**config.mk**
```make
export PLATFORM = sky130hd
export DESIGN_NAME = obr_ctrl
export DESIGN_NICKNAME = d
export VERILOG_FILES = /design/src/obr_pkg.sv /design/src/obr_ctrl.sv
export VERILOG_INCLUDE_DIRS = /design/src /design/src/src
export SDC_FILE = /design/constraint.sdc
export NUM_CORES = 1
export LEC_CHECK = 0
export BUFFER_PORTS_ARGS = -buffer_cell sky130_fd_sc_hd__buf_2
export CAP_MARGIN = 20
export CORE_MARGIN = 2
export CORE_UTILIZATION = 30
export DETAILED_ROUTE_END_ITERATION = 12
export PLACE_DENSITY = 0.6
export SYNTH_ARGS = -nofsm -noshare
export SYNTH_HDL_FRONTEND = slang
export SYNTH_SLANG_ARGS = --single-unit
export TNS_END_PERCENT = 5
```
**constraint.sdc**
```tcl
create_clock -name clk -period 6 [get_ports clk]
set_clock_uncertainty 0.15 [all_clocks]
set_input_delay 0.9 -clock clk [delete_from_list [all_inputs] [get_ports clk]]
set_output_delay 0.9 -clock clk [all_outputs]
set_load 0.01 [all_outputs]
```
**src/overwrite_oldest_byte_ring_defines.svh**
```systemverilog
// ---------------------------------------------------------------------------
// overwrite_oldest_byte_ring assertion macros
// shared property wrappers, clocked on the rising edge, off during reset
// ---------------------------------------------------------------------------
`ifndef OVERWRITE_OLDEST_BYTE_RING_DEFINES_SVH
`define OVERWRITE_OLDEST_BYTE_RING_DEFINES_SVH

// same-cycle implication
`define OBR_ASSERT_IMP(name, clk_s, rst_s, ante, cons) \
  name: assert property (@(posedge clk_s) disable iff (rst_s) (ante) |-> (cons)) \
    else $error("obr assertion failed");

// next-cycle implication
`define OBR_ASSERT_NXT(name, clk_s, rst_s, ante, cons) \
  name: assert property (@(posedge clk_s) disable iff (rst_s) (ante) |=> (cons)) \
    else $error("obr assertion failed");

`endif

```
**src/obr_pkg.sv**
```systemverilog
// ---------------------------------------------------------------------------
// obr_pkg
// types and constants shared by the byte ring modules
// ---------------------------------------------------------------------------
`default_nettype none

package obr_pkg;

  typedef enum logic [2:0] {
    ACT_WRITE     = 3'd0,
    ACT_REC_START = 3'd1,
    ACT_REC_BYTE  = 3'd2,
    ACT_READ      = 3'd3,
    ACT_PEEK      = 3'd4,
    ACT_RESET     = 3'd5
  } action_t;

  localparam logic [3:0] SIZE_LOG2_RESET = 4'd12;

  // status that travels with one result
  typedef struct packed {
    logic        data_valid;
    logic        record_accepted;
    logic [12:0] fill_level;
    logic [31:0] overruns;
    logic [31:0] underruns;
    logic [47:0] bytes_produced;
  } status_t;

endpackage

`default_nettype wire

```
**src/obr_ctrl.sv**
```systemverilog
// ---------------------------------------------------------------------------
// obr_ctrl
// pointers, fill, counters and record tracking; issues store accesses
// ---------------------------------------------------------------------------
`default_nettype none
`include "overwrite_oldest_byte_ring_defines.svh"

module obr_ctrl #(
  parameter int DEPTH_LOG2 = 12
) (
  input  wire logic                  clk,
  input  wire logic                  rst,
  input  wire logic                  cfg_wr,
  input  wire logic [3:0]            cfg_data,
  input  wire logic                  accept,
  input  wire logic [2:0]            action,
  input  wire logic [7:0]            data_in,
  input  wire logic                  starts_call,
  input  wire logic [15:0]           record_length,
  input  wire logic [11:0]           peek_offset,
  output logic                       mem_we,
  output logic      [DEPTH_LOG2-1:0] mem_waddr,
  output logic      [7:0]            mem_wdata,
  output logic                       mem_re,
  output logic      [DEPTH_LOG2-1:0] mem_raddr,
  output obr_pkg::status_t           status
);

  import obr_pkg::*;

  localparam int FW = DEPTH_LOG2 + 1;
  localparam int CW = (FW > 16) ? FW : 16;
  localparam int PW = (DEPTH_LOG2 > 12) ? DEPTH_LOG2 : 12;

  logic [3:0]            size_log2;
  logic [DEPTH_LOG2-1:0] rp, rp_next;
  logic [DEPTH_LOG2-1:0] wp, wp_next;
  logic [FW-1:0]         fill, fill_next;
  logic [31:0]           ovr, ovr_next;
  logic [31:0]           unr, unr_next;
  logic [47:0]           prod, prod_next;
  logic                  ever, ever_next;
  logic                  otc, otc_next;
  logic [15:0]           rr, rr_next;

  logic [4:0]            lg;
  logic [FW-1:0]         cap;
  logic [DEPTH_LOG2-1:0] mask;
  logic [DEPTH_LOG2-1:0] rp_inc;
  logic [DEPTH_LOG2-1:0] wp_inc;
  logic [FW-1:0]         free;
  logic                  full;
  logic                  rec_fits;
  logic                  peek_hit;
  logic [PW-1:0]         peek_sum;
  logic [DEPTH_LOG2-1:0] peek_addr;
  logic [FW-1:0]         wrap_sum;
  action_t               act;

  // clamp size into 1..DEPTH_LOG2
  always_comb begin
    if (size_log2 == 4'd0) begin
      lg = 5'd1;
    end else if (32'(size_log2) > DEPTH_LOG2) begin
      lg = 5'(DEPTH_LOG2);
    end else begin
      lg = {1'b0, size_log2};
    end
  end

  assign cap       = FW'(1) << lg;
  assign mask      = DEPTH_LOG2'(cap - FW'(1));
  assign rp_inc    = DEPTH_LOG2'(rp + 1'b1) & mask;
  assign wp_inc    = DEPTH_LOG2'(wp + 1'b1) & mask;
  assign free      = cap - fill;
  assign full      = (fill >= cap);
  assign rec_fits  = (CW'(record_length) <= CW'(free));
  assign peek_hit  = (CW'(peek_offset) < CW'(fill));
  assign peek_sum  = PW'(rp) + PW'(peek_offset);
  assign peek_addr = peek_sum[DEPTH_LOG2-1:0] & mask;
  assign wrap_sum  = FW'(rp) + fill;
  assign act       = action_t'(action);
  assign mem_wdata = data_in;

  always_comb begin
    logic otc_v;
    otc_v       = otc;
    rp_next     = rp;
    wp_next     = wp;
    fill_next   = fill;
    ovr_next    = ovr;
    unr_next    = unr;
    prod_next   = prod;
    ever_next   = ever;
    otc_next    = otc;
    rr_next     = rr;
    mem_we      = 1'b0;
    mem_waddr   = wp;
    mem_re      = 1'b0;
    mem_raddr   = rp;
    status.data_valid      = 1'b0;
    status.record_accepted = 1'b0;
    if (accept) begin
      case (act)
        ACT_WRITE: begin
          if (starts_call) begin
            otc_v = 1'b0;
          end
          prod_next = prod + 48'd1;
          ever_next = 1'b1;
          mem_we    = 1'b1;
          wp_next   = wp_inc;
          if (full) begin
            // drop oldest, fill stays at capacity
            rp_next = rp_inc;
            if (!otc_v) begin
              ovr_next = ovr + 32'd1;
              otc_v    = 1'b1;
            end
          end else begin
            fill_next = fill + 1'b1;
          end
          otc_next = otc_v;
        end
        ACT_REC_START: begin
          if (rec_fits) begin
            status.record_accepted = 1'b1;
            rr_next   = record_length;
            prod_next = prod + 48'(record_length);
            if (record_length != 16'd0) begin
              ever_next = 1'b1;
            end
          end else begin
            rr_next = 16'd0;
          end
        end
        ACT_REC_BYTE: begin
          if (rr != 16'd0) begin
            rr_next = rr - 16'd1;
            if (!full) begin
              mem_we    = 1'b1;
              wp_next   = wp_inc;
              fill_next = fill + 1'b1;
            end
          end
        end
        ACT_READ: begin
          if (fill == '0) begin
            if (starts_call && ever) begin
              unr_next = unr + 32'd1;
            end
          end else begin
            mem_re            = 1'b1;
            status.data_valid = 1'b1;
            rp_next           = rp_inc;
            fill_next         = fill - 1'b1;
          end
        end
        ACT_PEEK: begin
          if (peek_hit) begin
            mem_re            = 1'b1;
            mem_raddr         = peek_addr;
            status.data_valid = 1'b1;
          end
        end
        ACT_RESET: begin
          rp_next   = '0;
          wp_next   = '0;
          fill_next = '0;
        end
        default: begin
        end
      endcase
    end
    status.fill_level     = 13'(fill_next);
    status.overruns       = ovr_next;
    status.underruns      = unr_next;
    status.bytes_produced = prod_next;
  end

  always_ff @(posedge clk) begin
    if (rst) begin
      size_log2 <= SIZE_LOG2_RESET;
      rp        <= '0;
      wp        <= '0;
      fill      <= '0;
      ovr       <= '0;
      unr       <= '0;
      prod      <= '0;
      ever      <= 1'b0;
      otc       <= 1'b0;
      rr        <= '0;
    end else begin
      rp   <= rp_next;
      wp   <= wp_next;
      fill <= fill_next;
      ovr  <= ovr_next;
      unr  <= unr_next;
      prod <= prod_next;
      ever <= ever_next;
      otc  <= otc_next;
      rr   <= rr_next;
      // size change empties the ring and closes any record
      if (cfg_wr) begin
        size_log2 <= cfg_data;
        rp        <= '0;
        wp        <= '0;
        fill      <= '0;
        rr        <= '0;
      end
    end
  end

  `OBR_ASSERT_IMP(a_fill_le_cap, clk, rst, 1'b1, fill <= cap)
  `OBR_ASSERT_IMP(a_wp_tracks_fill, clk, rst, 1'b1, wp == (wrap_sum[DEPTH_LOG2-1:0] & mask))
  `OBR_ASSERT_IMP(a_one_port_use, clk, rst, 1'b1, !(mem_we && mem_re))

endmodule

`default_nettype wire

```
## Word-level counts from Yosys, hierarchy flattened

Cells that the tools add are included.

| operators by class | value |
|---|---|
| add/sub/neg operators | 12 |
| shift-type cells | 1 |
| equality and inequality tests | 11 |
| multiplexer cells | 48 |
| $lt $le $gt $ge | 4 |
| reduce and logical (&&, ||, !) cells | 16 |
| bitwise operators | 3 |

Operators with widths:

| operator | number |
|---|---|
| $mux 32 | 8 |
| $mux 48 | 2 |
| $pmux 48 s2 | 1 |
| $mux 12 | 7 |
| $pmux 12 s3 | 2 |
| $add 32x1->32 const B | 2 |
| $mux 13 | 4 |
| $pmux 13 s4 | 1 |
| $add 48x1->48 const B | 1 |
| $add 48x16->48 | 1 |
| $and 12x12->12 | 3 |
| $mux 16 | 2 |
| $pmux 16 s2 | 1 |
| $reduce_bool 16->1 | 2 |
| $add 12x1->12 const B | 2 |
| $le 16x13->1 | 1 |
| $sub 16x1->16 const B | 1 |
| $mux 1 | 14 |
| $add 13x1->13 const B | 1 |
| $ge 13x13->1 | 1 |
| $logic_not 13->1 | 1 |
| $lt 12x13->1 | 1 |
| $shl 1x4->13 const A | 1 |
| $sub 13x1->13 const B | 1 |
| other kinds (20) | 34 |

| word-level totals | value |
|---|---|
| word-level logic and storage cells | 105 |
| flip-flop bits (word level) | 171 |

## Logic depth before layout (Yosys ltp)

Gate-level depths: netlist of run 1.

| depth | value |
|---|---|
| depth after elaboration | 9 |
| mapped depth | 23 |
| depth with buffers taken out | 21 |

## Least setup slack after synthesis of run 1

Ideal clock, no wire load.

| path | value |
|---|---|
| path kind | register -> output |
| start | reg size_log2[2] |
| end | out status[22] in the netlist's numbering |
| required time | 4.950 ns |
| slack | 0.694 ns |
| arrival | 4.256 ns |
| cell stages (with the launch flop) | 19 |
| path through | dfxtp_1 > clkbuf_1 > nand2_1 > nor3_1 > ha_1 > a211o_1 > nor3_2 > o31ai_1 > a21o_1 > a21oi_1 > xor2_1 > ha_1 > and3_1 > a2111oi_4 > and3_1 > o21ai_0 > o41ai_1 > and3_1 > xor2_1 |

RTL lines:

| what | RTL line | text |
|---|---|---|
| start: declaration | obr_ctrl.sv:35 | `logic [3:0] size_log2;` |
| start signal: assignment | obr_ctrl.sv:205 | `size_log2 <= cfg_data;` |
| end: declaration | obr_ctrl.sv:26 | `output obr_pkg::status_t status` |

==> flow_summary.toml, run 1 <==
[timing]
fmax_mhz = 170
slew_headroom_pct = 30.4
rsz0062_at_grt = "yes"
period_needed_ns = 5.87
layout_setup_ws_ns = 0.132
timing.final.max_slew_violations = 0
hold_viol = 0
period_share_pct = 97.8
setup_tns_ns = 0
worst_slew_pin_slew_ns = 1.04
setup_viol = 0

[pwr]
pwr-share-seq_pct = 42.3
p_comb_share_pct = 15.8
power_mw = 2.73
swShare_pct = 30.8
p_clk_share_pct = 41.9
p_sw_uw = 843
p_int_mw = 1.89
vdd_ir_drop_max_v = 0.000115
power-per-cell-area_mw_per_mm2 = 168
p_leak_nw = 6.82

[global_routing]
grt_max_degree = 68
overflow = 0
antenna_found_initial = 1
grt_pass1_wl_um = 77000
grt_pass1_vias = 13500
grt_usage_pct = 20.6

[cells_and_area]
finish.net_count = 2084
drive_gt1_share_pct = 19.9
nFillCells = 4748
syn2layout_area_growth_pct = 18.8
multi_input_area_mm2 = 0.00990
ff_latch_area_mm2 = 0.00344
final_area_mm2 = 0.0163

[routing]
wirelength_um = 50400
wl_met1_um = 22400
drtAntennaViolNets = 0
wl_per_cell_um = 19.6
top_layer = "met5"
route.met3.wl_um = 3970
vias_per_cell = 5.67
dr_total_vias = 14600
drc = 0
firstDrtPassIters = 5
drt-initial-drc-count = 1481
wl_met2_um = 22900

[cts]
cts_tree = "built"
numCtsBuffers = 17
clock-root-buffer = "clkbuf_16"
cts_buffer_depth = 2
clock_sinks = 171
clk_pin_slew_ns = 0.07
cts_hold_buf = 0
h-tree-depth = 4
clk-insertion-delay-late_ns = 0.47

[logic_synthesis]
synth-seq-cells = 171
async_reset_ff_share_pct = 0
netlist_area_mm2 = 0.0137
synth.distinct_cells = 109
synth_enable_flop_cells = 0
synth_ff_type = "dfxtp_1"
avgSynthCellArea_um2 = 7.63
ys_seq_area_share_pct = 25.0
yosys.area_share.xor_xnor_pct = 7.28
muxShareOfSynthArea_pct = 1.60
synth_top_family_by_area = "simple AND/OR/NAND/NOR gates"
synthCells = 1794
synth_compound_area_share_pct = 20.0
yosys_warnings = 0
synthSimpleGateAreaFrac_pct = 34.2
yosys.area_share.adder_pct = 7.11

[floorplan]
die-area_mm2 = 0.0473
start_util_pct = 30.3
pin_count = 209
die_h_um = 218
placementRows = 78
fp.dieW_um = 218
core_region_area_mm2 = 0.0452

[placement]
globalplace.congestion = 0.959
place_area_mm2 = 0.0152
port_buffers = 192
dp_slack_ns = 0.199
dp_hpwl_um = 36800

[worst_setup_path]
critPathKind = "reg -> out"
cp_max_fo = 8
crit_arrival_ns = 4.82
reg2reg_from = "size_log2[3]"
crit_path_end_kind = "primary output"
start_kind = "register"
required_ns = 4.95
cp-startpoint = "size_log2[3]"

[job]
drv_cap = 0

[run_status]
outcome = "completed"

[min_path]
holdCritPathClass = "reg -> reg"
hp-start = "mem_waddr[11]"
kinds of logic (layout without fill, tap and decap cells):
family | count (synthesis) | in the layout
AOI/OAI and AO/OA | 413 | 413
and+or+nand+nor | 848 | 850
xor gates and xnor gates | 112 | 112
other | 1 | 3
buffers and inverters | 152 | 328
adders and majority gates | 76 | 76
muxes | 21 | 21
DFF | 171 | 171
power groups by stage:
stage	Clock [mW]	Sequential, mW	Combinational (mW)
finish	1.15	1.16	0.431
global route	1.21	1.16	0.470
CTS	1.17	1.15	0.406
detailed placement	0	1.18	0.394
global placement	0	1.18	0.389
floorplan	0	1.17	0.282
timing repair:
| action | CTS | global route |
|---|---|---|
| cloned | 0 | 2 |
| endpoints found under the setup margin | 37 | 47 |
| pin swaps | 13 | 16 |
| setup buffers | 10 | 10 |
| resized for setup | 28 | 48 |
critical path: stages (launching register included):
cell       delay [ns]
dfxtp_4          0.40
nor3_4           0.30
inv_2            0.09
fa_2             0.38
nor2b_1          0.11
o21ai_0          0.08
nand2b_1         0.13
a21oi_2          0.07
o21bai_1         0.18
a31oi_1          0.13
a21oi_1          0.17
xnor2_1          0.15
ha_1             0.26
and3_4           0.20
a2111oi_4        0.37
nand3_4          0.17
buf_12           0.19
nand2_8          0.10
a31oi_2          0.13
or4_4            0.53
nand2_2          0.10
buf_2            0.13
through the flow:
| step | util, % | hold slack (ns) | cells |
|---|---|---|---|
| 2_1_floorplan | - | 0.283 | 1795 |
| 3_3_place_gp | 33.6 | 0.319 | 2518 |
| 3_5_place_dp | 33.6 | 0.331 | 2518 |
| 4_1_cts | 35.3 | 0.345 | 2560 |
| 5_1_grt | 36.0 | 0.374 | 2573 |
| 6_report | 36.0 | 0.343 | 2574 |
layout make-up:
| type | count | share of cell area [%] |
|---|---|---|
| inverters | 53 | 1.33 |
| repair buffers | 243 | 8.39 |
| well taps | 600 | 4.62 |
| diodes | 1 | 0.0154 |
| clock buffers | 22 | 2.86 |
| flip-flops and latches | 171 | 21.2 |
| clock inverters | 10 | 0.662 |
| multi-input cells | 1474 | 60.9 |
layer usage:
metal  up-vias  GRT usage [%]
met4         2           6.03
met5         -              0
met2       600           32.6
met1      6984           28.1
li1       6928              -
met3        80           4.45
registers in the layout (all words and copies together) (netlist names), 4 cells and up:
name / count
mem_waddr: 12
size_log2: 4
prod: 48
unr: 32
ovr: 32
rr: 16
rp: 12
fill: 13
path summary, 6_finish.rpt:
kind	to	slack, ns	cells past startpoint
worst max-delay path	status[23]	0.13	21
worst min-delay path	mem_waddr[11]	0.34	2
worst max register to register	prod[22]	1.31	20
worst min register to register	mem_waddr[11]	0.34	2
synth_stat cells (15+ instances only):
cell      number  area [um2]
nand2_1      144         541
nor2_1       143         537
o31ai_1       20         150
and2_1        90         563
and3_1        57         357
nor3_1        81         405
nor2b_1       17         106
nor4_1        22         138
o21ai_0       94         470
nand4_1       53         332
ha_1          73         913
a21o_1        15         113
xor2_1        53         464
inv_1         51         191
and4_1        17         149
buf_2         16        80.1
nand3_1      103         515
or3_1         22         138
dfxtp_1      171        3420
a21oi_1      119         596
o21a_1        15         113
a31oi_1       27         169
clkbuf_1      66         248
xnor2_1       57         499
or4_1         24         180
cells in the final DEF, fill, tap and decap left out, types with 7 or more instances in the layout:
cell       Yosys  routed
ha_1          73      69
clkbuf_16      0      17
inv_1         51      48
o41ai_1        9       8
and4_1        17      17
buf_4         10      48
nor2_1       143     143
nand2b_1      13      12
a21o_1        15      15
dfxtp_1      171     164
nor3_1        81      73
o21a_1        15      15
nand2_1      144     140
nand3_1      103     101
and3_1        57      55
xor2_1        53      53
or3_1         22      21
nor2b_1       17      16
o21ai_0       94      87
o211ai_1      10      10
nor4_2         9       9
a31oi_1       27      25
buf_2         16     192
a21oi_1      119     115
nor4_1        22      22
o21ai_1        3       9
xnor2_1       57      56
a22oi_1        7       7
or2_2         10      10
mux2i_1       14      14
nand4_1       53      53
or4_1         24      20
a211oi_1       9       8
and2_1        90      89
o31ai_1       20      19
(Power assumes the default switching activity.)
==> run 2: changes to the inputs <==
--- a/config.mk
+++ b/config.mk
@@ -9,9 +9,10 @@
 export BUFFER_PORTS_ARGS = -buffer_cell sky130_fd_sc_hd__buf_2
 export CAP_MARGIN = 20
 export CORE_MARGIN = 2
-export CORE_UTILIZATION = 30
+export CORE_UTILIZATION = 35
+export CTS_CLUSTER_DIAMETER = 50
 export DETAILED_ROUTE_END_ITERATION = 12
-export PLACE_DENSITY = 0.6
+export PLACE_DENSITY = 0.66
 export SYNTH_ARGS = -nofsm -noshare
 export SYNTH_HDL_FRONTEND = slang
 export SYNTH_SLANG_ARGS = --single-unit
==> run 2 against run 1 <==
Compared with the run above:
- global-route usage grew 2.0 points
- largest power group is now the clock network
- combinational power shrank 2%
- routed wire length down 6.0%
- critical path type unchanged
- critical path depth is the same
- sequential cell count did not move
- highest routed layer is now met4
- largest cell class unchanged
==> flow_summary.toml, run 2 (same netlist as run 1, synthesis figures left out) <==
[pwr]
pwr-share-seq_pct = 41.8
p_int_mw = 1.94
p_comb_share_pct = 15.4
swShare_pct = 29.6
vdd_ir_drop_max_v = 0.000174
p_clk_share_pct = 42.8
p_leak_nw = 6.82
power-per-cell-area_mw_per_mm2 = 171
p_sw_uw = 817

[timing]
period_share_pct = 99.6
rsz0062_at_grt = "yes"
setup_viol = 0
timing.final.max_slew_violations = 0
period_needed_ns = 5.97
hold_viol = 0
fmax_mhz = 167
setup_tns_ns = 0
slew_headroom_pct = 30.9
worst_slew_pin_slew_ns = 1.04

[cells_and_area]
reg_top3 = "prod (48), ovr (32), unr (32)"
final_common_cell = "buf_2"
regMostFlops = "prod"
drive_gt1_share_pct = 19.6
multi_input_area_mm2 = 0.00988
finish.net_count = 2079
largest_reg_flops = 48
syn2layout_area_growth_pct = 18.0
mostFrequentLayoutCells = "buf_2 (188), dfxtp_1 (167), nor2_1 (142), nand2_1 (141), a21oi_1 (113)"
final_area_mm2 = 0.0161
ff_latch_area_mm2 = 0.00344
nFillCells = 3988

[min_path]
hp-start = "ever"
holdCritPathClass = "reg -> reg"
min_path_cells = 2
min_to = "ever"

[routing]
drtAntennaViolNets = 0
wl_per_cell_um = 19.1
firstDrtPassIters = 8
drt-initial-drc-count = 1302
drc = 0
vias_per_cell = 5.80
dr_total_vias = 14400
wirelength_um = 47400

[cts]
cts_tree = "built"
cts_buffer_depth = 2
clock-root-buffer = "clkbuf_16"
clk-insertion-delay-late_ns = 0.45
cts_hold_buf = 0
numCtsBuffers = 17
clock_sinks = 171
h-tree-depth = 4
clk_pin_slew_ns = 0.07

[global_routing]
antenna_found_initial = 1
grt_max_degree = 68
overflow = 0
grt_usage_pct = 22.6
grt_pass1_wl_um = 74000
grt_pass1_vias = 13500

[floorplan]
die_h_um = 202
placementRows = 72
core_region_area_mm2 = 0.0386
pin_count = 209
start_util_pct = 35.4
fp.dieW_um = 202
die-area_mm2 = 0.0407

[worst_setup_path]
crit_arrival_ns = 4.92
cpPeakStageDelay_ns = 0.43
reg2reg_from = "size_log2[3]"
rr_worst_depth = 20
cp_top_family = "simple AND/OR/NAND/NOR gates"
rr_endpoint = "prod[19]"
cp_max_fo = 8
crit_path_end_kind = "primary output"
critPathBufInv = 4
reg2reg_slack_ns = 1.31
critPathKind = "reg -> out"
crit_chain = "buf_6 > clkinvlp_4 > nand2_1 > nor2_1 > ha_1 > o2111a_2 > nor3_4 > o31ai_4 > a21o_1 > a21oi_2 > xor2_1 > ha_1 > and3_4 > a2111oi_4 > nand3_4 > a211oi_4 > buf_6 > nand4_1 > or3b_1 > nand3_1 > buf_2"
start_kind = "register"
required_ns = 4.95
crit_path_top_delay_cell = "a2111oi_4"

[placement]
globalplace.congestion = 0.958
port_buffers = 192
dp_hpwl_um = 35300
place_area_mm2 = 0.0151

[run_status]
outcome = "completed"

[job]
drv_cap = 0
[run 2: how the worst max path moves through the flow]
stage,start,endpoint,slack [ns],cells after the start
after floorplan,size_log2[2],status[22],0.69,18
after global placement,size_log2[2],status[25],0.16,22
after detailed placement,size_log2[2],status[25],0.04,22
after CTS,size_log2[2],status[25],-0.13,22
after global routing,size_log2[3],status[26],-0.20,22
final,size_log2[3],status[26],0.03,21
[run 2: layer usage]
layer	routed length, um	vias to the layer above	GRT usage (%)
li1	-	6906	-
met1	20800	6783	30.2
met2	21900	635	37.0
met3	3580	84	4.23
met4	1160	0	7.04
met5	0	-	0
[run 2: worst min-delay path: stages (launching register included)]
cell	delay, ns
dfxtp_1	0.30
inv_1	0.08
a21oi_1	0.06
[run 2: repair_timing]
item | in CTS | in global routing
endpoints found under the setup margin | 45 | 48
resized for setup | 15 | 68
buffers inserted | 1 | 14
pin swaps | 2 | 34
[run 2: cell type report]
cell class | count | share of cell area (%)
clock buffer | 20 | 2.89
tap | 518 | 4.01
sequential | 171 | 21.3
multi-input combinational | 1472 | 61.2
antenna | 1 | 0.0155
timing repair buffer | 240 | 8.55
inverter | 53 | 1.26
clock inverter | 10 | 0.798
[run 2: per-stage QoR]
step / hold slack, ns / util, % / power [mW] / worst slack (ns) / instances
CTS: 0.341 / 40.7 / 2.75 / -0.130 / 2469
detailed placement: 0.332 / 39.0 / 1.57 / 0.0411 / 2438
floorplan: 0.283 / - / 1.45 / 0.694 / 1795
global placement: 0.321 / 39.0 / 1.56 / 0.160 / 2438
global route: 0.367 / 41.8 / 2.87 / -0.195 / 2484
finish: 0.335 / 41.8 / 2.76 / 0.0256 / 2485
[run 2: power by group through the flow]
stage | clock, mW | sequential [mW] | combinational [mW]
4_1_cts | 1.21 | 1.15 | 0.393
3_3_place_gp | 0 | 1.18 | 0.382
2_1_floorplan | 0 | 1.17 | 0.282
6_report | 1.18 | 1.15 | 0.424
5_1_grt | 1.25 | 1.16 | 0.464
3_5_place_dp | 0 | 1.18 | 0.389
