==> src/overwrite_oldest_byte_ring_defines.svh <==
// ---------------------------------------------------------------------------
// overwrite_oldest_byte_ring assertion macros
// shared property wrappers, clocked on the rising edge, off during reset
// ---------------------------------------------------------------------------
`ifndef OVERWRITE_OLDEST_BYTE_RING_DEFINES_SVH
`define OVERWRITE_OLDEST_BYTE_RING_DEFINES_SVH

// same-cycle implication
`define OBR_ASSERT_IMP(name, clk_s, rst_s, ante, cons) \
  name: assert property (@(posedge clk_s) disable iff (rst_s) (ante) |-> (cons)) \
    else $error("obr assertion failed");

// next-cycle implication
`define OBR_ASSERT_NXT(name, clk_s, rst_s, ante, cons) \
  name: assert property (@(posedge clk_s) disable iff (rst_s) (ante) |=> (cons)) \
    else $error("obr assertion failed");

`endif

==> src/obr_pkg.sv <==
// ---------------------------------------------------------------------------
// obr_pkg
// types and constants shared by the byte ring modules
// ---------------------------------------------------------------------------
`default_nettype none

package obr_pkg;

  typedef enum logic [2:0] {
    ACT_WRITE     = 3'd0,
    ACT_REC_START = 3'd1,
    ACT_REC_BYTE  = 3'd2,
    ACT_READ      = 3'd3,
    ACT_PEEK      = 3'd4,
    ACT_RESET     = 3'd5
  } action_t;

  localparam logic [3:0] SIZE_LOG2_RESET = 4'd12;

  // status that travels with one result
  typedef struct packed {
    logic        data_valid;
    logic        record_accepted;
    logic [12:0] fill_level;
    logic [31:0] overruns;
    logic [31:0] underruns;
    logic [47:0] bytes_produced;
  } status_t;

endpackage

`default_nettype wire

==> src/obr_out.sv <==
// ---------------------------------------------------------------------------
// obr_out
// result pipeline: status registered beside the store read, then output register
// ---------------------------------------------------------------------------
`default_nettype none
`include "overwrite_oldest_byte_ring_defines.svh"

module obr_out (
  input  wire logic             clk,
  input  wire logic             rst,
  input  wire logic             issue,
  input  wire obr_pkg::status_t status,
  input  wire logic [7:0]       rd_data,
  output logic                  can_issue,
  output logic                  out_valid,
  input  wire logic             out_ready,
  output logic      [7:0]       res_data,
  output obr_pkg::status_t      res
);

  import obr_pkg::*;

  logic    s1_valid;
  status_t s1_status;
  logic    s1_move;

  assign s1_move   = s1_valid && (!out_valid || out_ready);
  assign can_issue = !s1_valid || s1_move;

  always_ff @(posedge clk) begin
    if (rst) begin
      s1_valid  <= 1'b0;
      out_valid <= 1'b0;
    end else begin
      if (issue) begin
        s1_valid <= 1'b1;
      end else if (s1_move) begin
        s1_valid <= 1'b0;
      end
      if (s1_move) begin
        out_valid <= 1'b1;
      end else if (out_ready) begin
        out_valid <= 1'b0;
      end
    end
  end

  always_ff @(posedge clk) begin
    if (issue) begin
      s1_status <= status;
    end
    // store data is only meaningful for a read or peek that hit
    if (s1_move) begin
      res      <= s1_status;
      res_data <= s1_status.data_valid ? rd_data : 8'd0;
    end
  end

  `OBR_ASSERT_NXT(a_issue_lands, clk, rst, issue, s1_valid)
  `OBR_ASSERT_NXT(a_move_shows, clk, rst, s1_move, out_valid)
  `OBR_ASSERT_IMP(a_no_overrun_s1, clk, rst, issue, can_issue)

endmodule

`default_nettype wire

==> config.mk <==
export PLATFORM = sky130hd
export DESIGN_NAME = obr_out
export DESIGN_NICKNAME = d
export VERILOG_FILES = /design/src/obr_pkg.sv /design/src/obr_out.sv
export VERILOG_INCLUDE_DIRS = /design/src /design/src/src
export SDC_FILE = /design/constraint.sdc
export NUM_CORES = 1
export LEC_CHECK = 0
export ABC_CLOCK_PERIOD_IN_PS = 5140
export BUFFER_PORTS_ARGS = -buffer_cell sky130_fd_sc_hd__buf_2
export CAP_MARGIN = 10
export CORE_MARGIN = 2
export CORE_UTILIZATION = 49
export CTS_CLUSTER_SIZE = 10
export DETAILED_ROUTE_END_ITERATION = 7
export MAX_ROUTING_LAYER = met4
export PLACE_DENSITY = 0.88
export SETUP_SLACK_MARGIN = 0.15
export SLEW_MARGIN = 20
export SYNTH_ARGS = -nofsm -noshare
export SYNTH_HDL_FRONTEND = slang
export SYNTH_SLANG_ARGS = --single-unit
==> constraint.sdc <==
create_clock -name clk -period 5.14 [get_ports clk]
set_input_delay 0.514 -clock clk [delete_from_list [all_inputs] [get_ports clk]]
set_output_delay 0.514 -clock clk [all_outputs]
set_load 0.01 [all_outputs]
Yosys cells after proc, flatten, opt, wreduce, memory -nomap -nowiden
Index checks and enable logic that the tools add are counted.
W data, S select, Z words.
{"block": "word_totals", "reg_bits": 264, "inputBits": 139, "output_inout_bits": 137}
{"block": "classes", "mux": 4, "n_reduce_logical": 7}
{"op": "$mux W1", "count": 4}
{"op": "$reduce_bool A2 Y1", "count": 2}
{"op": "$logic_not A1 Y1", "count": 2}
{"op": "$logic_or A1 B1 Y1", "count": 2}
{"op": "$logic_and A1 B1 Y1", "count": 1}

Logic depth before layout (Yosys ltp)
Gate-level depths: netlist of the first run.
{"block": "logic_depth", "depth_word": 5, "mapped_depth": 2, "depth_no_buf": 2}

Worst setup path before layout of the first run
Ideal clock, no wire load.
{"block": "synth_path", "path_kind": "in2reg", "start": "in out_ready", "end": "reg res[0] (netlist name), enable pin", "setup_ns": 0.510, "arrival_time_ns": 3.716, "required_ns": 4.630, "slack_ns": 0.914, "cell_stages": 2, "path_buffers": 0, "path_cell_list": "nand2b_1 > and2_1"}
{"block": "synth_via", "elab_chain_len": 2}
{"element": "start: declaration", "line_no": "obr_out.sv:16", "source": "input wire logic out_ready,"}
{"element": "$logic_or A1 B1 Y1", "line_no": "obr_out.sv:27", "source": "assign s1_move = s1_valid && (!out_valid || out_ready);"}
{"element": "$logic_and A1 B1 Y1", "line_no": "obr_out.sv:27"}
{"element": "via s1_move", "line_no": "obr_out.sv:25", "source": "logic s1_move;"}
{"element": "end signal: assignment", "line_no": "obr_out.sv:54", "source": "res <= s1_status;"}
{"element": "end: declaration", "line_no": "obr_out.sv:18", "source": "output obr_pkg::status_t res"}
The timed path passes the listed nets, and every way through them passes these cells.
A chain may end at the register's enable or synchronous reset.

Final worst setup path of the first run
{"block": "layout_path", "start": "reg out_valid", "end": "reg res[120] (netlist name), enable pin"}
{"block": "layout_via", "elab_chain_len": 3}
{"element": "start: declaration", "line_no": "obr_out.sv:15", "source": "output logic out_valid,"}
{"element": "start signal: assignment", "line_no": "obr_out.sv:33", "source": "out_valid <= 1'b0;"}
{"element": "start signal: assignment", "line_no": "obr_out.sv:41", "source": "out_valid <= 1'b1;"}
{"element": "start signal: assignment", "line_no": "obr_out.sv:43", "source": "out_valid <= 1'b0;"}
{"element": "$logic_not A1 Y1", "line_no": "obr_out.sv:27"}
{"element": "$logic_or A1 B1 Y1", "line_no": "obr_out.sv:27"}
{"element": "$logic_and A1 B1 Y1", "line_no": "obr_out.sv:27"}
{"element": "via s1_move", "line_no": "obr_out.sv:25"}
The timed path passes the listed nets, and every way through them passes these cells.

==> impl_metrics.py, run 1 <==
metrics = {
    "finish": {
        "area_delta_synth_final_pct": 31.4,
        "layout.cells.non_filler": 819,
        "multi_input_area_sq_um": 98.8,
        "seqCellArea_sq_um": 7910,
        "n_fill_cell": 1066,
        "drive_gt1_share_pct": 51.8,
        "fin_nets": 727,
    },
    "sta": {
        "period_needed_ns": 1.79,
        "worst_slew_pin_slew_ns": 1.04,
        "slew_headroom_pct": 31.0,
        "finalSetupTns_ns": 0,
        "fmax_ghz": 0.558,
        "rsz0062_at_grt": "false",
        "hold_violations": 0,
        "min_period_over_period_pct": 34.9,
        "timing.final.ws_setup_ns": 3.35,
        "finalSetupViolCount": 0,
        "fin_skew_ns": 0.00987,
        "final_max_slew_viol_count": 0,
        "whs_ns": 0.171,
    },
    "clock_tree": {
        "clock_path_buffers": 3,
        "postCtsSetupRepairBufs": 0,
        "insertion_delay_ns": 0.52,
        "cts_resized": 0,
        "holdBufCountCts": 0,
        "h-tree-depth": 1,
        "clk_pin_slew_ns": 0.05,
        "cts_root_buffer": "clkbuf_16",
        "cts_buffers": 30,
        "cts_tree": "done",
        "cts.sinks": 264,
    },
    "detailed_routing": {
        "routedWlPerCell_um": 17.4,
        "drt_iter0_drc": 169,
        "via_count": 3782,
        "drc": 0,
        "ant_nets": 0,
        "via_per_inst": 4.62,
        "drt_pass1_iterations": 4,
        "routed_wl_mm": 14.2,
    },
    "worst_hold_path": {
        "min_path_type": "in2reg",
    },
    "critical_path": {
        "cp-endpoint": "res[120]$_DFFE_PP_",
        "startpoint_type": "flip-flop",
        "critical-path-top-delay-family": "buffers and inverters",
        "max_stage_delay_ns": 0.63,
        "critPathKind": "reg2reg",
        "rrSetupSlack_ns": 3.35,
        "cp_num_cells": 3,
        "worstSetupEndpointType": "flip-flop",
        "cp.required_ns": 5.28,
        "path_cells": "nand2b_1, and2_4, buf_4",
        "worstPathMaxFanout": 61,
        "cp_slowest_cell": "buf_4",
        "r2r_cells": 3,
        "r2r-start": "out_valid$_SDFFE_PP0P_",
        "arrival_ns": 1.93,
        "path_buf_inv": 1,
        "r2r-end": "res[120]$_DFFE_PP_",
        "setup.worst_path.start": "out_valid$_SDFFE_PP0P_",
    },
    "global_route": {
        "grt_pass1_vias": 4064,
        "grt_overflow": 0,
        "grt_usage_pct": 16.6,
        "grt_max_degree": 129,
        "grt_antenna_before_repair": 1,
        "grt_pass1_wl_mm": 21.6,
    },
    "pwr": {
        "power_switching_uw": 844,
        "irDropWorstVdd_uv": 327,
        "power.total_uw": 4560,
        "p_per_area_nw_per_um2": 434,
        "swShare_pct": 18.5,
        "power_frac_comb_pct": 4.1,
        "leakage_uw": 0.00409,
        "p_clk_share_pct": 39.4,
        "seq_power_share_pct": 56.5,
        "power.internal_uw": 3720,
    },
    "run_status": {
        "status": "complete, no violations",
    },
    "place": {
        "place_ws_ns": 3.06,
        "hpwlAfterDp_mm": 9.94,
        "post-place-cells": 772,
        "place_congestion": 0.840,
        "portBuffers": 275,
    },
    "floorplanning": {
        "die_w_um": 132,
        "die_h_um": 132,
        "core-area_sq_um": 15900,
        "io_pins": 276,
        "start_util_pct": 50.3,
        "die_area_sq_um": 17400,
        "rows": 46,
    },
    "logic_synthesis": {
        "synth_seq_cells": 264,
        "yosysSeqAreaShare_pct": 98.7,
        "yosys_warnings": 0,
        "synth_top_area_share_pct": 98.2,
        "syn_area_sq_um": 8010,
        "synthesis.nets": 418,
        "synthTopCellsByArea": "edfxtp_1, and2_1, dfxtp_1",
        "syn_avg_cell_area_sq_um": 28.7,
        "yosys.area.top_type": "edfxtp_1",
        "syn_inst": 279,
        "synth.distinct_cells": 8,
    },
    "run": {
        "drv_cap": 0,
    },
}
[power by group through the flow]
stage	Combinational (uW)	Clock [uW]	Sequential [uW]
CTS	191	1850	2580
finish	187	1800	2580
global placement	183	0	2610
floorplan	21.2	0	2650
global route	202	1940	2590
detailed placement	190	0	2620
[placed cells by master (no fill, tap or decap), drive strengths merged]
cell,netlist,layout
buf,0,276
and2,9,9
diode,0,1
edfxtp,262,262
nand2b,1,1
a21oi,2,2
dfxtp,2,2
nand3b,1,1
clkbuf,0,47
inv,2,2
[through the flow]
| stage | utilization [%] | area [sq um] |
|---|---|---|
| after floorplan | - | 8010 |
| after global placement | 60.7 | 9680 |
| after detailed placement | 60.7 | 9680 |
| after CTS | 66.0 | 10500 |
| after global routing | 66.0 | 10500 |
| final | 66.0 | 10500 |
[worst min-delay path by stage]
| stage | start | end | slack [ns] | cells after the start |
|---|---|---|---|---|
| floorplan | s1_status[0]$_DFFE_PP_ | res[0]$_DFFE_PP_ | 0.40 | 0 |
| CTS | status[123] | s1_status[123]$_DFFE_PP_ | 0.15 | 1 |
| finish | status[40] | s1_status[40]$_DFFE_PP_ | 0.17 | 1 |
| global route | status[104] | s1_status[104]$_DFFE_PP_ | 0.14 | 1 |
| detailed placement | s1_status[15]$_DFFE_PP_ | res[15]$_DFFE_PP_ | 0.40 | 0 |
| global placement | s1_status[9]$_DFFE_PP_ | res[9]$_DFFE_PP_ | 0.40 | 0 |
[layer usage]
layer	vias up	part of all wire, %	routed length, um	track usage [%]
met3	35	8.8	1250	5.31
met5	-	0	0	-
met2	219	50	7050	26.9
met1	1785	39	5540	19.7
met4	0	2.7	389	6.22
li1	1743	-	-	-
[cell usage after synthesis, drive strengths merged]
cell / count
edfxtp: 262
and2: 9
a21oi: 2
dfxtp: 2
inv: 2
nand2b: 1
nand3b: 1
[cell type report]
| class | count | share of cell area (%) |
|---|---|---|
| antenna | 1 | 0.0238 |
| clock buffer | 46 | 8.00 |
| inverter | 2 | 0.0713 |
| multi-input combinational | 13 | 0.939 |
| sequential | 264 | 75.1 |
| tap | 216 | 2.57 |
| timing repair buffer | 277 | 13.3 |
[logic make-up after synthesis]
family,Yosys count,share of synthesized area (%)
flops,264,98.7
simple gates,11,1.03
compound gates,2,0.172
buf+inv,2,0.0937
[flip-flops by register name (all words and copies together) (netlist names)]
register   count
s1_valid       1
out_valid      1
res          127
res_data       8
s1_status    127
No activity file was read; power rests on OpenSTA's default activity.
==> run 2, diff against run 1 <==
--- a/config.mk
+++ b/config.mk
@@ -6,7 +6,8 @@
 export SDC_FILE = /design/constraint.sdc
 export NUM_CORES = 1
 export LEC_CHECK = 0
-export ABC_CLOCK_PERIOD_IN_PS = 5140
+export ABC_AREA = 1
+export ABC_CLOCK_PERIOD_IN_PS = 1800
 export BUFFER_PORTS_ARGS = -buffer_cell sky130_fd_sc_hd__buf_2
 export CAP_MARGIN = 10
 export CORE_MARGIN = 2
==> constraint.sdc (replaced) <==
create_clock -name clk -period 1.8 [get_ports clk]
set_input_delay 0.18 -clock clk [delete_from_list [all_inputs] [get_ports clk]]
set_output_delay 0.18 -clock clk [all_outputs]
set_load 0.01 [all_outputs]
==> run 2 against run 1 <==
  * Die area barely moved
  * Synthesized cell count rose by 3.6%
  * Design area is 13% higher
  * Clock skew fell by 0.0038 ns
  * Sequential share of layout area is 8.8 points lower
  * Hold slack got worse by 0.094 ns
  * Via count grew 19%
  * Critical path depth fell by 1
  * Cell count is 18% higher
  * Critical path type is now reg2out
  * Critical endpoint is now can_issue
==> impl_metrics.py, run 2 <==
metrics = {
    "run_status": {
        "status": "complete, no violations",
    },
    "logic_synthesis": {
        "synth_top_area_share_pct": 98.3,
        "async_flop_share_pct": 0,
        "synthesis.nets": 428,
        "yosysSeqAreaShare_pct": 98.8,
        "synth-main-ff-cell": "edfxtp_1",
        "yosys.area.top_type": "edfxtp_1",
        "syn_avg_cell_area_sq_um": 27.7,
        "yosys_warnings": 0,
        "synth_seq_cells": 264,
        "synthTopCellsByCount": "edfxtp_1, inv_1, nand2_1",
        "syn_area_sq_um": 8010,
        "synth.distinct_cells": 7,
        "synth_edf_count": 262,
        "yosysMostFrequentCell": "edfxtp_1",
        "syn_inst": 289,
        "synthTopCellsByArea": "edfxtp_1, inv_1, dfxtp_1",
    },
    "critical_path": {
        "rrSetupSlack_ns": 0.44,
        "setup.worst_path.start": "out_valid$_SDFFE_PP0P_",
        "critPathKind": "reg2out",
        "r2r-start": "s1_valid$_SDFFE_PP0P_",
        "cp.required_ns": 1.62,
        "worstSetupEndpointType": "primary output",
        "arrival_ns": 1.20,
        "startpoint_type": "flip-flop",
        "r2r-end": "res[90]$_DFFE_PP_",
        "worstPathMaxFanout": 4,
        "r2r_cells": 3,
        "cp-endpoint": "can_issue",
    },
    "sta": {
        "whs_ns": 0.0762,
        "worst_slew_pin_slew_ns": 0.682,
        "min_period_over_period_pct": 76.5,
        "finalSetupViolCount": 0,
        "period_needed_ns": 1.38,
        "hold_violations": 0,
        "slew_headroom_pct": 54.6,
        "rsz0062_at_grt": "false",
        "fin_skew_ns": 0.00609,
        "fmax_ghz": 0.726,
        "final_max_slew_viol_count": 0,
    },
    "detailed_routing": {
        "drc": 0,
        "via_count": 4495,
        "routed_wl_mm": 17.6,
        "drt_iter0_drc": 299,
        "routedWlPerCell_um": 18.2,
        "ant_nets": 0,
        "drt_pass1_iterations": 4,
        "via_per_inst": 4.66,
    },
    "pwr": {
        "irDropWorstVdd_uv": 784,
        "power.total_uw": 13300,
        "leakage_uw": 0.00471,
        "p_per_area_nw_per_um2": 1120,
    },
    "place": {
        "hpwlAfterDp_mm": 9.48,
        "portBuffers": 275,
        "post-place-cells": 782,
        "place_congestion": 0.745,
    },
    "clock_tree": {
        "clock_path_buffers": 3,
        "cts_root_buffer": "clkbuf_16",
        "cts_resized": 0,
        "clk_pin_slew_ns": 0.05,
        "insertion_delay_ns": 0.51,
        "cts_buffers": 30,
        "cts.sinks": 264,
        "h-tree-depth": 1,
        "cts_tree": "done",
    },
    "finish": {
        "layout.cells.non_filler": 964,
        "area_delta_synth_final_pct": 48.9,
        "seqCellArea_sq_um": 7910,
        "drive_gt1_share_pct": 42.0,
        "multi_input_area_sq_um": 65.1,
        "n_fill_cell": 840,
        "final_common_cell": "buf_2",
        "mostFrequentLayoutCells": "buf_2, edfxtp_1, dlygate4sd3_1",
        "fin_nets": 874,
        "largestRegisters": "res: 127 flops, s1_status: 127 flops, res_data: 8 flops",
    },
    "global_route": {
        "grt_pass1_wl_mm": 26.6,
        "grt_overflow": 0,
        "grt_pass1_vias": 4829,
        "grt_antenna_before_repair": 1,
        "grt_usage_pct": 20.5,
        "grt_max_degree": 129,
    },
    "floorplanning": {
        "core-area_sq_um": 15900,
        "die_area_sq_um": 17400,
        "die_h_um": 132,
        "io_pins": 276,
        "die_w_um": 132,
        "start_util_pct": 50.2,
        "rows": 46,
    },
    "run": {
        "drv_cap": 0,
    },
    "worst_hold_path": {
        "min_path_type": "in2reg",
    },
}
[run 2: cell count changes after synthesis, sizes merged]
| cell | previous run | this run |
|---|---|---|
| nand2b | 1 | 0 |
| nand2 | 0 | 9 |
| a21oi | 2 | 3 |
| and2 | 9 | 0 |
| nand3b | 1 | 0 |
| buf | 0 | 1 |
| inv | 2 | 11 |
| nand3 | 0 | 1 |
[run 2: how the worst min path moves through the flow]
stage | start | slack, ns | cells after the start | to
after floorplan | rst | 0.24 | 1 | out_valid$_SDFFE_PP0P_
after global placement | rst | 0.34 | 2 | out_valid$_SDFFE_PP0P_
after detailed placement | rst | 0.35 | 2 | out_valid$_SDFFE_PP0P_
after CTS | out_ready | 0.01 | 4 | s1_valid$_SDFFE_PP0P_
after global routing | out_ready | 0.09 | 4 | s1_valid$_SDFFE_PP0P_
final | out_ready | 0.08 | 4 | s1_valid$_SDFFE_PP0P_
[run 2: worst max-delay path: stages (launching register included)]
cell	delay (ns)
dfxtp_2	0.37
nand3_1	0.14
buf_2	0.17
[run 2: through the flow]
step / TNS [ns] / setup slack (ns) / area (sq um) / utilization, %
floorplan: -164.07 / -1.22 / 8020 / -
global placement: 0 / 0.543 / 9720 / 61.0
detailed placement: 0 / 0.474 / 9720 / 61.0
CTS: 0 / 0.430 / 11900 / 74.8
global route: 0 / 0.379 / 11900 / 74.8
finish: 0 / 0.423 / 11900 / 74.8
[run 2: layer usage]
metal  global-route usage, %  vias to the layer above  share of wire [%]
met4                    7.85                        0                2.9
li1                        -                     2038                  -
met3                    3.73                       46                6.3
met1                    22.8                     2140                 37
met2                    36.9                      271                 54
met5                       -                        -                  0
[run 2: cell families (layout without fill, tap and decap cells)]
logic type / after synthesis / after routing / share of synthesized area (%)
flops: 264 / 264 / 98.8
buf+inv: 12 / 469 / 0.578
simple gates: 10 / 10 / 0.484
compound gates: 3 / 3 / 0.187
other cells: 0 / 2 / 0
[run 2: cell type report]
class | count | share of cell area [%]
diodes | 2 | 0.0420
clock buffers | 41 | 6.82
clock inverters | 2 | 0.0839
inverters | 11 | 0.346
multi-input cells | 13 | 0.546
flip-flops and latches | 264 | 66.3
well taps | 216 | 2.27
repair buffers | 415 | 23.6
[run 2: report_power, final]
group	switching, uW	total (uW)	internal (uW)
Sequential	120	7370	7250
Combinational	385	803	418
Clock	2060	5140	3080
Total	2560	13300	10800
[run 2: timing repair]
action                                  4_1_cts  5_1_grt
hold endpoints to repair                    137        0
buffers inserted                              0        0
endpoints found under the setup margin        0        0
hold buffers                                137        0
==> run 3, diff against run 2 <==
--- a/config.mk
+++ b/config.mk
@@ -7,15 +7,15 @@
 export NUM_CORES = 1
 export LEC_CHECK = 0
 export ABC_AREA = 1
-export ABC_CLOCK_PERIOD_IN_PS = 1800
+export ABC_CLOCK_PERIOD_IN_PS = 1200
 export BUFFER_PORTS_ARGS = -buffer_cell sky130_fd_sc_hd__buf_2
 export CAP_MARGIN = 10
 export CORE_MARGIN = 2
-export CORE_UTILIZATION = 49
+export CORE_UTILIZATION = 44
 export CTS_CLUSTER_SIZE = 10
 export DETAILED_ROUTE_END_ITERATION = 7
 export MAX_ROUTING_LAYER = met4
-export PLACE_DENSITY = 0.88
+export PLACE_DENSITY = 0.84
 export SETUP_SLACK_MARGIN = 0.15
 export SLEW_MARGIN = 20
 export SYNTH_ARGS = -nofsm -noshare
==> constraint.sdc (replaced) <==
create_clock -name clk -period 1.2 [get_ports clk]
set_input_delay 0.12 -clock clk [delete_from_list [all_inputs] [get_ports clk]]
set_output_delay 0.12 -clock clk [all_outputs]
set_load 0.01 [all_outputs]
==> run 3 against run 2 <==
  * Via count up 3.6%
  * Critical path type is now reg2reg
  * Design area up 4.3%
  * Power up 53%
  * Worst setup slack worse by 0.54 ns
  * Utilization down 5.3 points
  * Critical path depth up 2
  * Clock skew up 0.0049 ns
  * Hold slack better by 0.059 ns
  * The flow now finishes with violations (setup timing)
  * Non-clock buffer count up 26
  * Largest power group unchanged
  * Flip-flop and latch count unchanged
==> impl_metrics.py, run 3 (synthesis gave the netlist of run 2 again) <==
metrics = {
    "detailed_routing": {
        "drt_iter0_drc": 259,
        "drt_pass1_iterations": 6,
        "routedWlPerCell_um": 19.7,
        "via_per_inst": 4.64,
        "via_count": 4659,
        "drc": 0,
        "ant_nets": 0,
        "routed_wl_mm": 19.8,
    },
    "place": {
        "portBuffers": 275,
        "place_congestion": 0.752,
        "hpwlAfterDp_mm": 11.3,
    },
    "sta": {
        "rsz0062_at_grt": "true",
        "final_max_slew_viol_count": 0,
        "finalSetupTns_ns": -12.55,
        "slew_headroom_pct": 74.5,
        "finalSetupViolCount": 148,
        "min_period_over_period_pct": 110,
        "whs_ns": 0.136,
        "timing.final.ws_setup_ns": -0.116,
        "worst_slew_pin_slew_ns": 0.383,
        "hold_violations": 0,
        "fin_skew_ns": 0.0109,
        "period_needed_ns": 1.32,
        "fmax_ghz": 0.760,
    },
    "floorplanning": {
        "die_h_um": 139,
        "io_pins": 276,
        "core-area_sq_um": 17900,
        "die_w_um": 139,
        "rows": 49,
        "die_area_sq_um": 19300,
        "start_util_pct": 44.7,
    },
    "pwr": {
        "power_frac_comb_pct": 7.0,
        "irDropWorstVdd_uv": 1340,
        "p_clk_share_pct": 38.5,
        "leakage_uw": 0.00494,
        "p_per_area_nw_per_um2": 1630,
        "power.internal_uw": 16300,
        "power_switching_uw": 4020,
        "swShare_pct": 19.8,
        "seq_power_share_pct": 54.6,
    },
    "clock_tree": {
        "cts.sinks": 264,
        "clk_pin_slew_ns": 0.05,
        "clock_path_buffers": 3,
        "h-tree-depth": 1,
        "cts_tree": "done",
        "cts_buffers": 30,
        "insertion_delay_ns": 0.52,
        "cts_root_buffer": "clkbuf_16",
    },
    "critical_path": {
        "cp.required_ns": 1.43,
        "max_stage_delay_ns": 0.32,
        "worstPathMaxFanout": 14,
        "critPathKind": "reg2reg",
        "startpoint_type": "flip-flop",
        "worstSetupEndpointType": "flip-flop",
        "path_buf_inv": 3,
        "critical-path-top-delay-family": "buffers and inverters",
        "path_cells": "buf_4, a21oi_4, buf_8, buf_12",
        "arrival_ns": 1.54,
        "cp_slowest_cell": "dfxtp_2",
    },
    "run": {
        "drv_cap": 0,
    },
    "global_route": {
        "grt_pass1_wl_mm": 28.8,
        "grt_pass1_vias": 5199,
        "grt_antenna_before_repair": 2,
        "grt_overflow": 0,
        "grt_usage_pct": 20.2,
        "grt_max_degree": 66,
    },
    "finish": {
        "fin_nets": 900,
        "mostFrequentLayoutCells": "edfxtp_1, buf_2, dlygate4sd3_1",
        "area_delta_synth_final_pct": 55.3,
        "final_common_cell": "edfxtp_1",
        "drive_gt1_share_pct": 44.0,
        "largestRegisters": "res: 127 flops, s1_status: 127 flops, res_data: 8 flops",
    },
    "run_status": {
        "violations": "setup timing",
        "status": "finished with violations",
    },
    "worst_hold_path": {
        "min_path_type": "in2reg",
    },
}
## run 3: changes by cell type in the layout (fill, tap and decap cells not counted), sizes merged
cell    change
clkbuf      +5
buf        +22
## run 3: per-stage QoR
step           area, sq um  utilization, %  worst slack [ns]  std cells  power (uW)
2_1_floorplan         8020               -             -1.82        289       11400
3_3_place_gp          9880            55.2           -0.0306        810       12000
3_5_place_dp          9880            55.2           -0.0350        810       12100
4_1_cts              12100            67.7            -0.123        992       20200
5_1_grt              12400            69.5            -0.165       1004       21000
6_report             12400            69.5            -0.116       1004       20300
## run 3: power groups by stage
stage | clock network, uW | registers [uW] | logic (uW)
final | 7810 | 11100 | 1420
after global routing | 8360 | 11100 | 1500
after CTS | 7910 | 11100 | 1270
after detailed placement | 0 | 11200 | 900
after global placement | 0 | 11200 | 860
after floorplan | 0 | 11300 | 98.7
## run 3: worst reg2reg max path, stage by stage (launching register included)
cell	delay (ns)
dfxtp_2	0.32
buf_4	0.13
a21oi_4	0.20
buf_8	0.19
buf_12	0.17
## run 3: metal layers
layer	vias up	global-route usage (%)	part of all wire [%]
met4	0	8.35	4.2
li1	2095	-	-
met2	267	36.5	54
met3	65	5.04	7.2
met5	-	-	0
met1	2232	21.0	35
## run 3: cell type report
| type | count | area (sq um) |
|---|---|---|
| multi-input combinational | 13 | 77.6 |
| antenna | 2 | 5.00 |
| tap | 229 | 287 |
| timing repair buffer | 441 | 3290 |
| inverter | 11 | 41.3 |
| sequential | 264 | 7910 |
| clock buffer | 42 | 817 |
| fill | 1133 | 5470 |
| clock inverter | 2 | 8.76 |
## run 3: timing repair
item,CTS,global route
gates resized for setup,8,32
pin swaps,0,1
hold buffers,137,0
cloned,0,7
buffers inserted,1,3
endpoints found under the setup margin,268,272
endpoints found under the hold margin,137,0
## run 3: final timing paths
| check | startpoint | to | slack (ns) | cells after the start |
|---|---|---|---|---|
| worst max-delay path | out_valid$_SDFFE_PP0P_ | res[49]$_DFFE_PP_ | -0.12 | 4 |
| worst min-delay path | issue | s1_status[66]$_DFFE_PP_ | 0.14 | 2 |
| worst max register to register | out_valid$_SDFFE_PP0P_ | res[49]$_DFFE_PP_ | -0.12 | 4 |
| worst min register to register | s1_status[34]$_DFFE_PP_ | res[34]$_DFFE_PP_ | 0.41 | 0 |
